**src/sliding_window_mode_filter_defines.svh**
```systemverilog
// Assertion macros for the sliding window mode filter.
// SWMF_ASSERT is gated by reset; SWMF_ASSERT_RST also holds while reset is applied.
`ifndef SLIDING_WINDOW_MODE_FILTER_DEFINES_SVH
`define SLIDING_WINDOW_MODE_FILTER_DEFINES_SVH

`ifndef NO_ASSERTIONS
`define SWMF_ASSERT(name, prop, msg) \
  name: assert property (@(posedge clk_i) disable iff (!rst_ni) prop) else $error(msg);
`define SWMF_ASSERT_RST(name, prop, msg) \
  name: assert property (@(posedge clk_i) prop) else $error(msg);
`else
`define SWMF_ASSERT(name, prop, msg)
`define SWMF_ASSERT_RST(name, prop, msg)
`endif

`endif

```
**src/swmf_pkg.sv**
```systemverilog
package swmf_pkg;

  localparam int CODE_W     = 3;
  localparam int FUNC_W     = 2;
  localparam int WSIZE_W    = 5;
  localparam int CFG_IDX_W  = 2;
  localparam int CFG_DATA_W = 5;
  localparam int NUM_CODES  = 1 << CODE_W;

  localparam logic [FUNC_W-1:0] FUNC_PUSH   = 2'd0;
  localparam logic [FUNC_W-1:0] FUNC_QUERY  = 2'd1;
  localparam logic [FUNC_W-1:0] FUNC_REINIT = 2'd2;

  localparam logic [CFG_IDX_W-1:0] REG_WINDOW_SIZE = 2'd0;
  localparam logic [CFG_IDX_W-1:0] REG_START_CODE  = 2'd1;

  localparam logic [WSIZE_W-1:0] WINDOW_SIZE_RST = 5'd8;
  localparam logic [CODE_W-1:0]  START_CODE_RST  = 3'd0;

  typedef struct packed {
    logic [FUNC_W-1:0] func;
    logic [CODE_W-1:0] code;
  } in_item_t;

  typedef struct packed {
    logic [CODE_W-1:0] mode_code;
    logic              found;
  } out_item_t;

  typedef struct packed {
    logic capture;     // latch the incoming transaction
    logic do_push;     // write sample, advance pointer
    logic do_reinit;   // refill window with start code
    logic scan_start;  // rewind scan address; clears histogram in count phase
    logic scan_issue;  // read one entry
    logic mode_phase;  // 0: histogram count, 1: mode pick
    logic out_load;    // load result register
  } ctrl_cmd_t;

  typedef struct packed {
    logic [FUNC_W-1:0] func;
    logic              scan_last;
    logic              out_free;
  } ctrl_status_t;

endpackage

```
**src/swmf_ram.sv**
```systemverilog
module swmf_ram #(
  parameter int WIDTH = 3,
  parameter int DEPTH = 16
) (
  input  logic                                   clk_i,
  input  logic                                   we_i,
  input  logic [(DEPTH > 1 ? $clog2(DEPTH) : 1)-1:0] waddr_i,
  input  logic [WIDTH-1:0]                       wdata_i,
  input  logic [(DEPTH > 1 ? $clog2(DEPTH) : 1)-1:0] raddr_i,
  output logic [WIDTH-1:0]                       rdata_o
);

  logic [WIDTH-1:0] mem_q [DEPTH];
  logic [WIDTH-1:0] rdata_q;

  always_ff @(posedge clk_i) begin
    if (we_i) begin
      mem_q[waddr_i] <= wdata_i;
    end
    rdata_q <= mem_q[raddr_i];
  end

  assign rdata_o = rdata_q;

endmodule

```
**src/swmf_ctrl.sv**
```systemverilog
module swmf_ctrl import swmf_pkg::*; (
  input  logic         clk_i,
  input  logic         rst_ni,
  input  logic         in_valid_i,
  output logic         in_stall_o,
  input  ctrl_status_t status_i,
  output ctrl_cmd_t    cmd_o
);

  typedef enum logic [6:0] {
    ST_IDLE      = 7'b0000001,
    ST_START     = 7'b0000010,
    ST_HIST      = 7'b0000100,
    ST_HIST_WAIT = 7'b0001000,
    ST_MODE      = 7'b0010000,
    ST_MODE_WAIT = 7'b0100000,
    ST_DONE      = 7'b1000000
  } state_e;

  state_e state_q, state_d;

  always_comb begin
    state_d = state_q;
    cmd_o   = '0;
    unique case (state_q)
      ST_IDLE: begin
        if (in_valid_i) begin
          cmd_o.capture = 1'b1;
          state_d       = ST_START;
        end
      end
      ST_START: begin
        unique case (status_i.func)
          FUNC_PUSH: begin
            cmd_o.do_push    = 1'b1;
            cmd_o.scan_start = 1'b1;
            state_d          = ST_HIST;
          end
          FUNC_QUERY: begin
            cmd_o.scan_start = 1'b1;
            state_d          = ST_HIST;
          end
          FUNC_REINIT: begin
            cmd_o.do_reinit = 1'b1;
            state_d         = ST_DONE;
          end
          default: begin
            state_d = ST_DONE;
          end
        endcase
      end
      ST_HIST: begin
        cmd_o.scan_issue = 1'b1;
        if (status_i.scan_last) begin
          state_d = ST_HIST_WAIT;
        end
      end
      ST_HIST_WAIT: begin
        // last histogram read lands this cycle
        if (status_i.func == FUNC_PUSH) begin
          cmd_o.scan_start = 1'b1;
          cmd_o.mode_phase = 1'b1;
          state_d          = ST_MODE;
        end else begin
          state_d = ST_DONE;
        end
      end
      ST_MODE: begin
        cmd_o.scan_issue = 1'b1;
        cmd_o.mode_phase = 1'b1;
        if (status_i.scan_last) begin
          state_d = ST_MODE_WAIT;
        end
      end
      ST_MODE_WAIT: begin
        state_d = ST_DONE;
      end
      ST_DONE: begin
        if (status_i.out_free) begin
          cmd_o.out_load = 1'b1;
          state_d        = ST_IDLE;
        end
      end
      default: begin
        state_d = ST_IDLE;
      end
    endcase
  end

  always_ff @(posedge clk_i or negedge rst_ni) begin
    if (!rst_ni) begin
      state_q <= ST_IDLE;
    end else begin
      state_q <= state_d;
    end
  end

  assign in_stall_o = (state_q != ST_IDLE);

endmodule

```
**src/swmf_dpath.sv**
```systemverilog
module swmf_dpath import swmf_pkg::*; #(
  parameter int MAX_WINDOW = 16
) (
  input  logic               clk_i,
  input  logic               rst_ni,
  input  ctrl_cmd_t          cmd_i,
  output ctrl_status_t       status_o,
  input  in_item_t           in_data_i,
  input  logic [WSIZE_W-1:0] window_size_i,
  input  logic [CODE_W-1:0]  start_code_i,
  input  logic               out_stall_i,
  output logic               out_valid_o,
  output out_item_t          out_data_o
);

  localparam int IDX_W = (MAX_WINDOW > 1) ? $clog2(MAX_WINDOW) : 1;
  localparam int CNT_W = $clog2(MAX_WINDOW + 1);

  logic [FUNC_W-1:0]     func_q;
  logic [CODE_W-1:0]     code_q;
  logic [IDX_W-1:0]      ptr_q;
  logic [MAX_WINDOW-1:0] valid_q;
  logic [CODE_W-1:0]     fill_q;
  logic [CODE_W-1:0]     mode_q;
  logic [IDX_W-1:0]      addr_q;
  logic                  rd_pend_q;
  logic                  rd_mode_q;
  logic                  rd_vld_q;
  logic [CNT_W-1:0]      best_cnt_q;
  logic [CNT_W-1:0]      hist_q [NUM_CODES];
  logic                  out_valid_q;
  out_item_t             out_data_q;

  logic [CNT_W-1:0]  win_len;
  logic [IDX_W-1:0]  wr_idx;
  logic [IDX_W-1:0]  ptr_d;
  logic [CODE_W-1:0] ram_rdata;
  logic [CODE_W-1:0] rd_code;
  logic              found;

  // active length: zero acts as one, oversize saturates
  always_comb begin
    if (window_size_i == '0) begin
      win_len = CNT_W'(1);
    end else if (9'(window_size_i) > 9'(MAX_WINDOW)) begin
      win_len = CNT_W'(MAX_WINDOW);
    end else begin
      win_len = CNT_W'(window_size_i);
    end
  end

  // pointer left beyond a shrunk window restarts at entry 0
  always_comb begin
    if (CNT_W'(ptr_q) >= win_len) begin
      wr_idx = '0;
    end else begin
      wr_idx = ptr_q;
    end
    if (CNT_W'(wr_idx) + CNT_W'(1) == win_len) begin
      ptr_d = '0;
    end else begin
      ptr_d = wr_idx + IDX_W'(1);
    end
  end

  swmf_ram #(
    .WIDTH(CODE_W),
    .DEPTH(MAX_WINDOW)
  ) u_ram (
    .clk_i  (clk_i),
    .we_i   (cmd_i.do_push),
    .waddr_i(wr_idx),
    .wdata_i(code_q),
    .raddr_i(addr_q),
    .rdata_o(ram_rdata)
  );

  // entries not written since reinit hold the fill code
  assign rd_code = rd_vld_q ? ram_rdata : fill_q;
  assign found   = (func_q == FUNC_QUERY) && (hist_q[code_q] != '0);

  always_ff @(posedge clk_i) begin
    if (cmd_i.capture) begin
      func_q <= in_data_i.func;
      code_q <= in_data_i.code;
    end
  end

  always_ff @(posedge clk_i) begin
    if (cmd_i.scan_start && !cmd_i.mode_phase) begin
      for (int k = 0; k < NUM_CODES; k++) begin
        hist_q[k] <= '0;
      end
    end else if (rd_pend_q && !rd_mode_q) begin
      hist_q[rd_code] <= hist_q[rd_code] + CNT_W'(1);
    end
  end

  always_ff @(posedge clk_i or negedge rst_ni) begin
    if (!rst_ni) begin
      ptr_q      <= '0;
      valid_q    <= '0;
      fill_q     <= '0;
      mode_q     <= '0;
      addr_q     <= '0;
      rd_pend_q  <= 1'b0;
      rd_mode_q  <= 1'b0;
      rd_vld_q   <= 1'b0;
      best_cnt_q <= '0;
    end else begin
      if (cmd_i.do_push) begin
        ptr_q           <= ptr_d;
        valid_q[wr_idx] <= 1'b1;
      end else if (cmd_i.do_reinit) begin
        ptr_q   <= '0;
        valid_q <= '0;
        fill_q  <= start_code_i;
      end

      if (cmd_i.scan_start) begin
        addr_q     <= '0;
        best_cnt_q <= '0;
      end else if (cmd_i.scan_issue) begin
        addr_q <= addr_q + IDX_W'(1);
      end
      rd_pend_q <= cmd_i.scan_issue;
      rd_mode_q <= cmd_i.mode_phase;
      rd_vld_q  <= valid_q[addr_q];

      // strict compare keeps the lowest index on ties
      if (cmd_i.do_reinit) begin
        mode_q <= start_code_i;
      end else if (rd_pend_q && rd_mode_q && (hist_q[rd_code] > best_cnt_q)) begin
        best_cnt_q <= hist_q[rd_code];
        mode_q     <= rd_code;
      end
    end
  end

  always_ff @(posedge clk_i or negedge rst_ni) begin
    if (!rst_ni) begin
      out_valid_q <= 1'b0;
    end else if (cmd_i.out_load) begin
      out_valid_q <= 1'b1;
    end else if (!out_stall_i) begin
      out_valid_q <= 1'b0;
    end
  end

  always_ff @(posedge clk_i) begin
    if (cmd_i.out_load) begin
      out_data_q.mode_code <= mode_q;
      out_data_q.found     <= found;
    end
  end

  assign status_o.func      = func_q;
  assign status_o.scan_last = (CNT_W'(addr_q) == win_len - CNT_W'(1));
  assign status_o.out_free  = !out_valid_q || !out_stall_i;

  assign out_valid_o = out_valid_q;
  assign out_data_o  = out_data_q;

endmodule

```
**src/sliding_window_mode_filter.sv**
```systemverilog
// One transaction at a time: a push scans the window entries through the single read port of
// the window RAM twice (histogram pass, then mode pass), a query once (histogram pass only);
// reinit and unused codes do not scan the window.
// Reset (async, active low) empties the window to code zero, clears pointer and mode,
// loads window_size = 8 and start_code = 0; no clearing pass is needed.
`include "sliding_window_mode_filter_defines.svh"

module sliding_window_mode_filter import swmf_pkg::*; #(
  parameter int MAX_WINDOW = 16
) (
  input  logic                  clk_i,
  input  logic                  rst_ni,
  input  logic                  in_valid_i,
  output logic                  in_stall_o,
  input  in_item_t              in_data_i,
  output logic                  out_valid_o,
  input  logic                  out_stall_i,
  output out_item_t             out_data_o,
  input  logic                  cfg_valid_i,
  output logic                  cfg_ready_o,
  input  logic [CFG_IDX_W-1:0]  cfg_index_i,
  input  logic [CFG_DATA_W-1:0] cfg_wdata_i
);

  logic [WSIZE_W-1:0] window_size_q;
  logic [CODE_W-1:0]  start_code_q;
  ctrl_cmd_t          cmd;
  ctrl_status_t       status;

  assign cfg_ready_o = 1'b1;

  always_ff @(posedge clk_i or negedge rst_ni) begin
    if (!rst_ni) begin
      window_size_q <= WINDOW_SIZE_RST;
      start_code_q  <= START_CODE_RST;
    end else if (cfg_valid_i && cfg_ready_o) begin
      unique case (cfg_index_i)
        REG_WINDOW_SIZE: window_size_q <= cfg_wdata_i[WSIZE_W-1:0];
        REG_START_CODE:  start_code_q  <= cfg_wdata_i[CODE_W-1:0];
        default: begin
        end
      endcase
    end
  end

  swmf_ctrl u_ctrl (
    .clk_i     (clk_i),
    .rst_ni    (rst_ni),
    .in_valid_i(in_valid_i),
    .in_stall_o(in_stall_o),
    .status_i  (status),
    .cmd_o     (cmd)
  );

  swmf_dpath #(
    .MAX_WINDOW(MAX_WINDOW)
  ) u_dpath (
    .clk_i        (clk_i),
    .rst_ni       (rst_ni),
    .cmd_i        (cmd),
    .status_o     (status),
    .in_data_i    (in_data_i),
    .window_size_i(window_size_q),
    .start_code_i (start_code_q),
    .out_stall_i  (out_stall_i),
    .out_valid_o  (out_valid_o),
    .out_data_o   (out_data_o)
  );

  `SWMF_ASSERT(a_busy_after_accept, (in_valid_i && !in_stall_o) |=> in_stall_o, "not busy after accept")
  `SWMF_ASSERT(a_load_needs_room, cmd.out_load |-> status.out_free, "result overwrites pending result")
  `SWMF_ASSERT(a_valid_from_load, $rose(out_valid_o) |-> $past(cmd.out_load), "result without load")
  `SWMF_ASSERT(a_scan_while_busy, cmd.scan_issue |-> in_stall_o, "scan while accepting")
  `SWMF_ASSERT_RST(a_reset_no_result, !rst_ni |-> !out_valid_o, "result valid in reset")

endmodule

```
**config.mk**
```make
export PLATFORM = sky130hd
export DESIGN_NAME = sliding_window_mode_filter
export DESIGN_NICKNAME = d
export VERILOG_FILES = /design/src/swmf_pkg.sv /design/src/swmf_ram.sv /design/src/swmf_ctrl.sv /design/src/swmf_dpath.sv /design/src/sliding_window_mode_filter.sv
export VERILOG_INCLUDE_DIRS = /design/src /design/src/src
export SDC_FILE = /design/constraint.sdc
export NUM_CORES = 1
export LEC_CHECK = 0
export ABC_AREA = 1
export BUFFER_PORTS_ARGS = -buffer_cell sky130_fd_sc_hd__buf_2
export CAP_MARGIN = 20
export CORE_MARGIN = 2
export CORE_UTILIZATION = 64
export CTS_BUF_LIST = sky130_fd_sc_hd__clkbuf_4 sky130_fd_sc_hd__clkbuf_8
export CTS_CLUSTER_DIAMETER = 50
export CTS_CLUSTER_SIZE = 8
export DETAILED_ROUTE_END_ITERATION = 8
export GPL_ROUTABILITY_DRIVEN = 0
export GPL_TIMING_DRIVEN = 0
export PLACE_DENSITY = 0.82
export SETUP_SLACK_MARGIN = 0.3
export SLEW_MARGIN = 10
export SYNTH_ARGS = -nofsm -noshare
export SYNTH_HDL_FRONTEND = slang
export SYNTH_SLANG_ARGS = --single-unit
```
**constraint.sdc**
```tcl
create_clock -name clk_i -period 3.3 [get_ports clk_i]
set_input_delay 0.33 -clock clk_i [delete_from_list [all_inputs] [get_ports clk_i]]
set_output_delay 0.33 -clock clk_i [all_outputs]
set_load 0.005 [all_outputs]
```
### Word-level counts from Yosys, hierarchy flattened

Memory sizes are Yosys's and may differ from the RTL's. A register that Yosys moved wholly into a read port is not among the register bits.
Cells that the tools add are included.

| storage, ports and cells | value |
|---|---|
| latch bits | 0 |
| memories | 2 |
| bits in writable memories | 88 |
| output and inout bits | 7 |
| register bits | 63 |
| memory bits (read-only) | 0 |
| input port bits | 17 |
| word-level logic and storage cells | 126 |

Memory list:

| name | words | width | read ports | clocked after Yosys merged registers in | write ports | line | RTL |
|---|---|---|---|---|---|---|---|
| u_dpath.u_ram.mem_q | 16 | 3 | 1 | 1 | 1 | swmf_ram.sv:13 | `logic [WIDTH-1:0] mem_q [DEPTH];` |
| u_dpath.hist_q | 8 | 5 | 2 | 1 | 8 | swmf_dpath.sv:30 | `logic [CNT_W-1:0] hist_q [NUM_CODES];` |

| operators by class | value |
|---|---|
| add/subtract/negate cells | 5 |
| bitwise gates (word level) | 2 |
| eq/ne operators | 18 |
| magnitude comparators | 6 |
| multiplexer cells | 51 |
| div/mod/pow operators | 0 |
| multiply operators | 0 |
| shift-type cells | 0 |
| reductions and logical operators | 25 |

Operators by type and width:

| kind | number |
|---|---|
| $pmux 7 s7 | 1 |
| $mux 7 | 6 |
| $mux 16 | 2 |
| $mux 5 | 6 |
| $mux 4 | 6 |
| $mux 1 | 20 |
| $or 16x16->16 | 1 |
| $mux 3 | 5 |
| $lt 4x5->1 const B | 2 |
| $add 4x1->4 const B | 2 |
| $ne 2x2->1 const B | 4 |
| $eq 7x1->1 const B | 1 |
| $eq 7x2->1 const B | 1 |
| $eq 7x3->1 const B | 1 |
| $eq 7x4->1 const B | 1 |
| $eq 7x5->1 const B | 1 |
| $eq 7x6->1 const B | 1 |
| $eq 7x7->1 const B | 1 |
| $ne 7x1->1 const B | 1 |
| $logic_and 1x1->1 | 6 |
| $reduce_and 2->1 | 3 |
| $reduce_bool 2->1 | 3 |
| $add 4x1->5 const B | 1 |
| $add 5x1->5 const B | 1 |
| 23 further kinds | 30 |

### Depth between registers and ports, before layout

| depth | value |
|---|---|
| word-level depth | 11 |
| mapped depth | 22 |

### Cells and area by module

From an unflattened synthesis, not the netlist that was laid out.

| second synthesis, totals | value |
|---|---|
| cell total of the unflattened synthesis | 881 |
| area total of the unflattened synthesis | 7916.3 µm² |

By module, submodules not included:

| module | cells an instance | area an instance (µm²) | times used |
|---|---|---|---|
| swmf_dpath | 539 | 4807.1 | 1 |
| swmf_ram | 224 | 2239.6 | 1 |
| swmf_ctrl | 79 | 514.2 | 1 |
| sliding_window_mode_filter | 39 | 355.3 | 1 |

### Least setup slack after synthesis

No wires, ideal clock.

| timing | value |
|---|---|
| kind | reg-to-reg |
| start point | reg u_dpath.rd_vld_q |
| end point | reg u_dpath.best_cnt_q[1] |
| setup time | 95 ps |
| data required time | 3205 ps |
| period minus slack after synthesis | 2359 ps |
| buffers on the path | 1 |
| path slack | 941 ps |
| arrival | 2263 ps |
| cell stages (with the launch flop) | 19 |
| cell sequence | dfrtp_1 > inv_2 > or2_1 > o21ai_2 > inv_2 > buf_6 > nand2_1 > nand2_1 > nand2_1 > nand2_2 > ha_1 > nand2_1 > nor2_1 > a21oi_1 > nand2_1 > inv_1 > nand2_2 > inv_1 > o31ai_1 |

| on the way | value |
|---|---|
| longest elaborated chain between the ends | 6 |

Ends and longest elaborated chain:

| element | line | RTL |
|---|---|---|
| from (decl) | swmf_dpath.sv:28 | `logic rd_vld_q;` |
| from (signal assigned) | swmf_dpath.sv:128 | `rd_vld_q <= valid_q[addr_q];` |
| $mux 3 (*) | swmf_dpath.sv:79 | `assign rd_code = rd_vld_q ? ram_rdata : fill_q;` |
| $mem_v2 8x5 (*) | n/a |  |
| $gt 5x5->1 | swmf_dpath.sv:133 | `end else if (rd_pend_q && rd_mode_q && (hist_q[rd_code] > best_cnt_q)) begin` |
| $logic_and 1x1->1 | swmf_dpath.sv:133 |  |
| $mux 5 (*) | swmf_dpath.sv:133 |  |
| $mux 5 (*) | swmf_dpath.sv:131 | `if (cmd_i.do_reinit) begin` |
| to (signal assigned) | swmf_dpath.sv:134 | `best_cnt_q <= hist_q[rd_code];` |
| to (decl) | swmf_dpath.sv:29 | `logic [CNT_W-1:0] best_cnt_q;` |

Mark *: on every way between the ends. The rest lies on a longest branch, timed or not.
A chain may end at the register's enable or synchronous reset.

### Worst setup path after layout

| timing | value |
|---|---|
| start point | reg window_size_q[3] |
| end point | mem u_dpath.u_ram.mem_q[11][0], enable pin |

| on the way | value |
|---|---|
| longest elaborated chain between the ends | 5 |
| elaborated cells between the ends (all ways) | 6 |

Ends and longest elaborated chain:

| element | line | RTL |
|---|---|---|
| from (decl) | sliding_window_mode_filter.sv:25 | `logic [WSIZE_W-1:0] window_size_q;` |
| from (signal assigned) | sliding_window_mode_filter.sv:38 | `REG_WINDOW_SIZE: window_size_q <= cfg_wdata_i[WSIZE_W-1:0];` |
| $gt 5x5->1 | swmf_dpath.sv:45 | `end else if (9'(window_size_i) > 9'(MAX_WINDOW)) begin` |
| $mux 5 | swmf_dpath.sv:45 |  |
| $mux 5 (*) | swmf_dpath.sv:43 | `if (window_size_i == '0) begin` |
| $ge 4x5->1 (*) | swmf_dpath.sv:54 | `if (CNT_W'(ptr_q) >= win_len) begin` |
| $mux 4 (*) | swmf_dpath.sv:54 |  |
| to (decl) | swmf_ram.sv:13 |  |

Marked as above.

==> results.toml <==
[cells_and_area]
layout.core_utilization_pct = 72.5
final_cell_area_sq_um = 8280
layout-drive-gt1-share_pct = 12.3
area.growth.synth_to_final_pct = 10.3
insertedDiodeCount = 0
fillerInstances = 814
net_count_final = 875

[clock_tree]
cts-buffers-inserted = 17
clkTransAtPathRegs_ps = 80
clk_path_buf_depth = 2
clock_tree.root_cell = "sky130_fd_sc_hd__clkbuf_8"
tritoncts_num_sinks = 157
cts_tree = "done"
h-tree-depth = 4
clock_latency_ps = 460

[power_and_ir_drop]
power_per_cell_area_nw_per_um2 = 839
relative_contribution_of_sequential_cells_to_total_power_pct = 37.6
p_int_mw = 3.99
combPwrFrac_pct = 41.2
post-layout-total-power_mw = 6.95
irDropWorstVdd_uv = 523
leakagePower_nw = 3.56
clkPwrFrac_pct = 21.2
p_sw_mw = 2.96
swShare_pct = 42.5

[global_routing]
antenna_found_initial = 0
grt_max_degree = 39
grtUsageTotal_pct = 29.3
grt_pass1_wl_um = 28600
grt-ovfl-total = 0
first_global_vias = 5860

[run_status]
outcome = "completed"

[floorplan]
floorplan.die_area_sq_um = 12600
ioPinCount = 24
initial_core_util_pct = 65.8
die_w_um = 112
floorplan.core_area_sq_um = 11400
die_height_um = 112
floorplan.rows = 39

[synth]
syn-mean-instance-area_sq_um = 9.39
synth_flop_cell = "sky130_fd_sc_hd__edfxtp_1"
postSynthNetCount = 829
yosysUniqueCellTypes = 48
yosys-top-cells-count = "sky130_fd_sc_hd__nand2_1 (193), sky130_fd_sc_hd__nor2_1 (115), sky130_fd_sc_hd__edfxtp_1 (97), sky130_fd_sc_hd__inv_1 (72), sky130_fd_sc_hd__o21ai_0 (65)"
netlist_area_sq_um = 7510
post_synth_inst_count = 800
yosysSeqAreaShare_pct = 58.4
synthesis.yosys.warnings = 0
yosys.cell_count.top_type = "sky130_fd_sc_hd__nand2_1"
yosys.area.top_type = "sky130_fd_sc_hd__edfxtp_1"
yosysTopAreaCellShare_pct = 38.8
number_of_flip_flops_and_latches_in_the_synthesized_netlist = 157
synth-edff-count = 97
postSynth.asyncResetShare_pct = 34.4
synth.top_cells.by_area = "sky130_fd_sc_hd__edfxtp_1 (39%), sky130_fd_sc_hd__dfrtp_1 (17%), sky130_fd_sc_hd__nand2_1 (9.6%)"

[routing]
routed_wl_um = 17700
drc_violations_left = 0
detail_route.first_pass.iterations = 6
via_per_inst = 6.09
drt_iter0_drc = 717
routed-via-count = 6100
drt.antenna.violating_nets = 0
routed_wire_length_per_instance_um = 17.7

[worst_setup_path]
critical_path.reg2reg.startpoint = "window_size_q[3]$_DFFE_PN1P_"
crit_path_max_fanout = 8
critPathCaptureType = "register"
arrival_ps = 2900
crit_path_top_delay_cell = "sky130_fd_sc_hd__dfstp_2"
critical_path.startpoint_type = "register"
timing.critical_path.buf_inv = 2
critPathMaxStageDelay_ps = 540
cpLargestDelayFamily = "simple AND/OR/NAND/NOR gates"
critical_path_depth = 13
cp-endpoint = "u_dpath.u_ram.mem_q[11][0]$_DFFE_PP_"
required_ps = 3440
r2r_slack_ps = 550
crit_chain = "nor2_1 > nand2_1 > nand2_1 > nand2_1 > inv_1 > ha_1 > nor2_1 > nor2_1 > nor2_4 > nand2_1 > inv_1 > nand3b_2 > nor2_1"
rr_endpoint = "u_dpath.u_ram.mem_q[11][0]$_DFFE_PP_"
worst-setup-path-type = "reg -> reg"
reg2reg_depth = 13
cp-startpoint = "window_size_q[3]$_DFFE_PN1P_"

[run]
drv.max_cap_violation_count = 0

[sta]
timing.clock.skew_ps = 10.4
setup_tns_ps = 0
timing_worst_slew_pin_value_ps = 695
final.min_clock_period_ps = 2750
unrepaired_setup_endpoints_after_global_routing = "false"
slew_viol_final = 0
slew_headroom_pct = 53.7
timing_hold_violations_final = 0
timing.final.setup_violations = 0
max_clock_freq_mhz = 363
final.period_utilization_pct = 83.4

[hold_path]
hold_path.startpoint = "in_data_i[3]"
hold_path_class = "in -> reg"
hold_path_depth = 1

[placed_design]
dpl-instance-area_sq_um = 7820
hpwl_um = 12100
numPortBuffers = 22
[what timing repair did]
| action | 4_1_cts | 5_1_grt |
|---|---|---|
| endpoints found under the setup margin | 0 | 8 |
| resized for setup | 0 | 7 |
| hold buffers | 1 | 0 |
| endpoints found under the hold margin | 15 | 0 |
| buffers inserted | 0 | 3 |
[metrics by stage]
step           setup WS [ps]  hold slack (ps)  std cells
5_1_grt                  311             36.7       1002
3_3_place_gp             620              434        965
4_1_cts                  510             31.5        999
6_report                 546             44.0       1002
3_5_place_dp             563              283        966
2_1_floorplan            941             34.4        800
[area by class of cell]
type,count,area (sq um),share of cell area (%)
clock buffers,17,234,2.83
flip-flops and latches,157,4390,53.0
repair buffers,27,163,1.96
well taps,143,179,2.16
plain buffers,23,134,1.62
multi-input cells,537,2700,32.6
inverters,83,314,3.79
clock inverters,15,173,2.08
[how the worst min path moves through the flow]
stage,endpoint,slack (ps)
final,u_dpath.func_q[0]$_DFFE_PP_,40
after global routing,u_dpath.func_q[1]$_DFFE_PP_,40
after CTS,u_dpath.func_q[0]$_DFFE_PP_,30
after detailed placement,u_dpath.ptr_q[1]$_DFFE_PN0P_,280
after global placement,u_dpath.out_data_o[3]$_DFFE_PP_,430
after floorplan,start_code_q[0]$_DFFE_PN0P_,30
[worst register-to-register path: cells and delay by family, from the launching register on]
family,cells,cell delay [ps]
adder cells (fa/ha/maj),1,300
AND/OR/NAND/NOR,10,1420
flip-flops,1,540
buffers and inverters,2,180
[power by group through the flow]
stage          sequential (mW)  combinational (mW)  clock (mW)
6_report                  2.61                2.86        1.48
3_3_place_gp              2.63                2.57           0
3_5_place_dp              2.64                2.65           0
5_1_grt                   2.64                3.11        1.54
2_1_floorplan             2.55                1.90           0
4_1_cts                   2.60                2.68        1.47
[registers in the layout (all words and copies together) (netlist names), 3 cells and up, named ones only]
register,flops
u_dpath.u_ram.mem_q,48
u_dpath.hist_q,40
u_dpath.valid_q,16
u_ctrl.state_q,7
u_dpath.best_cnt_q,5
window_size_q,5
u_dpath.addr_q,4
u_dpath.out_data_o,4
u_dpath.ptr_q,4
start_code_q,3
u_dpath.code_q,3
u_dpath.fill_q,3
u_dpath.mode_q,3
u_dpath.u_ram.rdata_o,3
[metal layers]
layer	track usage (%)	routed length (um)
met1	40.2	6980
met2	45.9	8330
met3	5.83	1850
met4	13.3	526
met5	0	0
[cell usage in the layout, fill, tap and decap left out, types with 5 or more instances in the layout]
cell / netlist / routed
sky130_fd_sc_hd__a21oi_1: 16 / 16
sky130_fd_sc_hd__buf_2: 2 / 24
sky130_fd_sc_hd__buf_4: 5 / 7
sky130_fd_sc_hd__clkbuf_1: 13 / 13
sky130_fd_sc_hd__clkbuf_8: 0 / 17
sky130_fd_sc_hd__clkinvlp_4: 0 / 5
sky130_fd_sc_hd__dfrtp_1: 52 / 51
sky130_fd_sc_hd__dfxtp_1: 6 / 6
sky130_fd_sc_hd__edfxtp_1: 97 / 97
sky130_fd_sc_hd__ha_1: 12 / 12
sky130_fd_sc_hd__inv_1: 72 / 71
sky130_fd_sc_hd__inv_2: 8 / 9
sky130_fd_sc_hd__nand2_1: 193 / 193
sky130_fd_sc_hd__nand2_2: 7 / 7
sky130_fd_sc_hd__nand3_1: 31 / 31
sky130_fd_sc_hd__nand3_2: 6 / 5
sky130_fd_sc_hd__nand4_1: 21 / 21
sky130_fd_sc_hd__nor2_1: 115 / 114
sky130_fd_sc_hd__nor3_1: 5 / 5
sky130_fd_sc_hd__o211ai_1: 8 / 8
sky130_fd_sc_hd__o21ai_0: 65 / 64
sky130_fd_sc_hd__o21ai_1: 4 / 5
sky130_fd_sc_hd__o221ai_1: 9 / 9
sky130_fd_sc_hd__o22ai_1: 10 / 10
sky130_fd_sc_hd__xor2_1: 5 / 5
[logic make-up after synthesis]
family	synth area share, %
AOI/OAI and AO/OA	9.11
and+or+nand+nor	23.3
muxes	0.150
DFF	58.4
xor gates and xnor gates	1.07
other	0.0499
adders and majority gates	2.00
buffers and inverters	5.91
No activity file was read; power rests on OpenSTA's default activity.
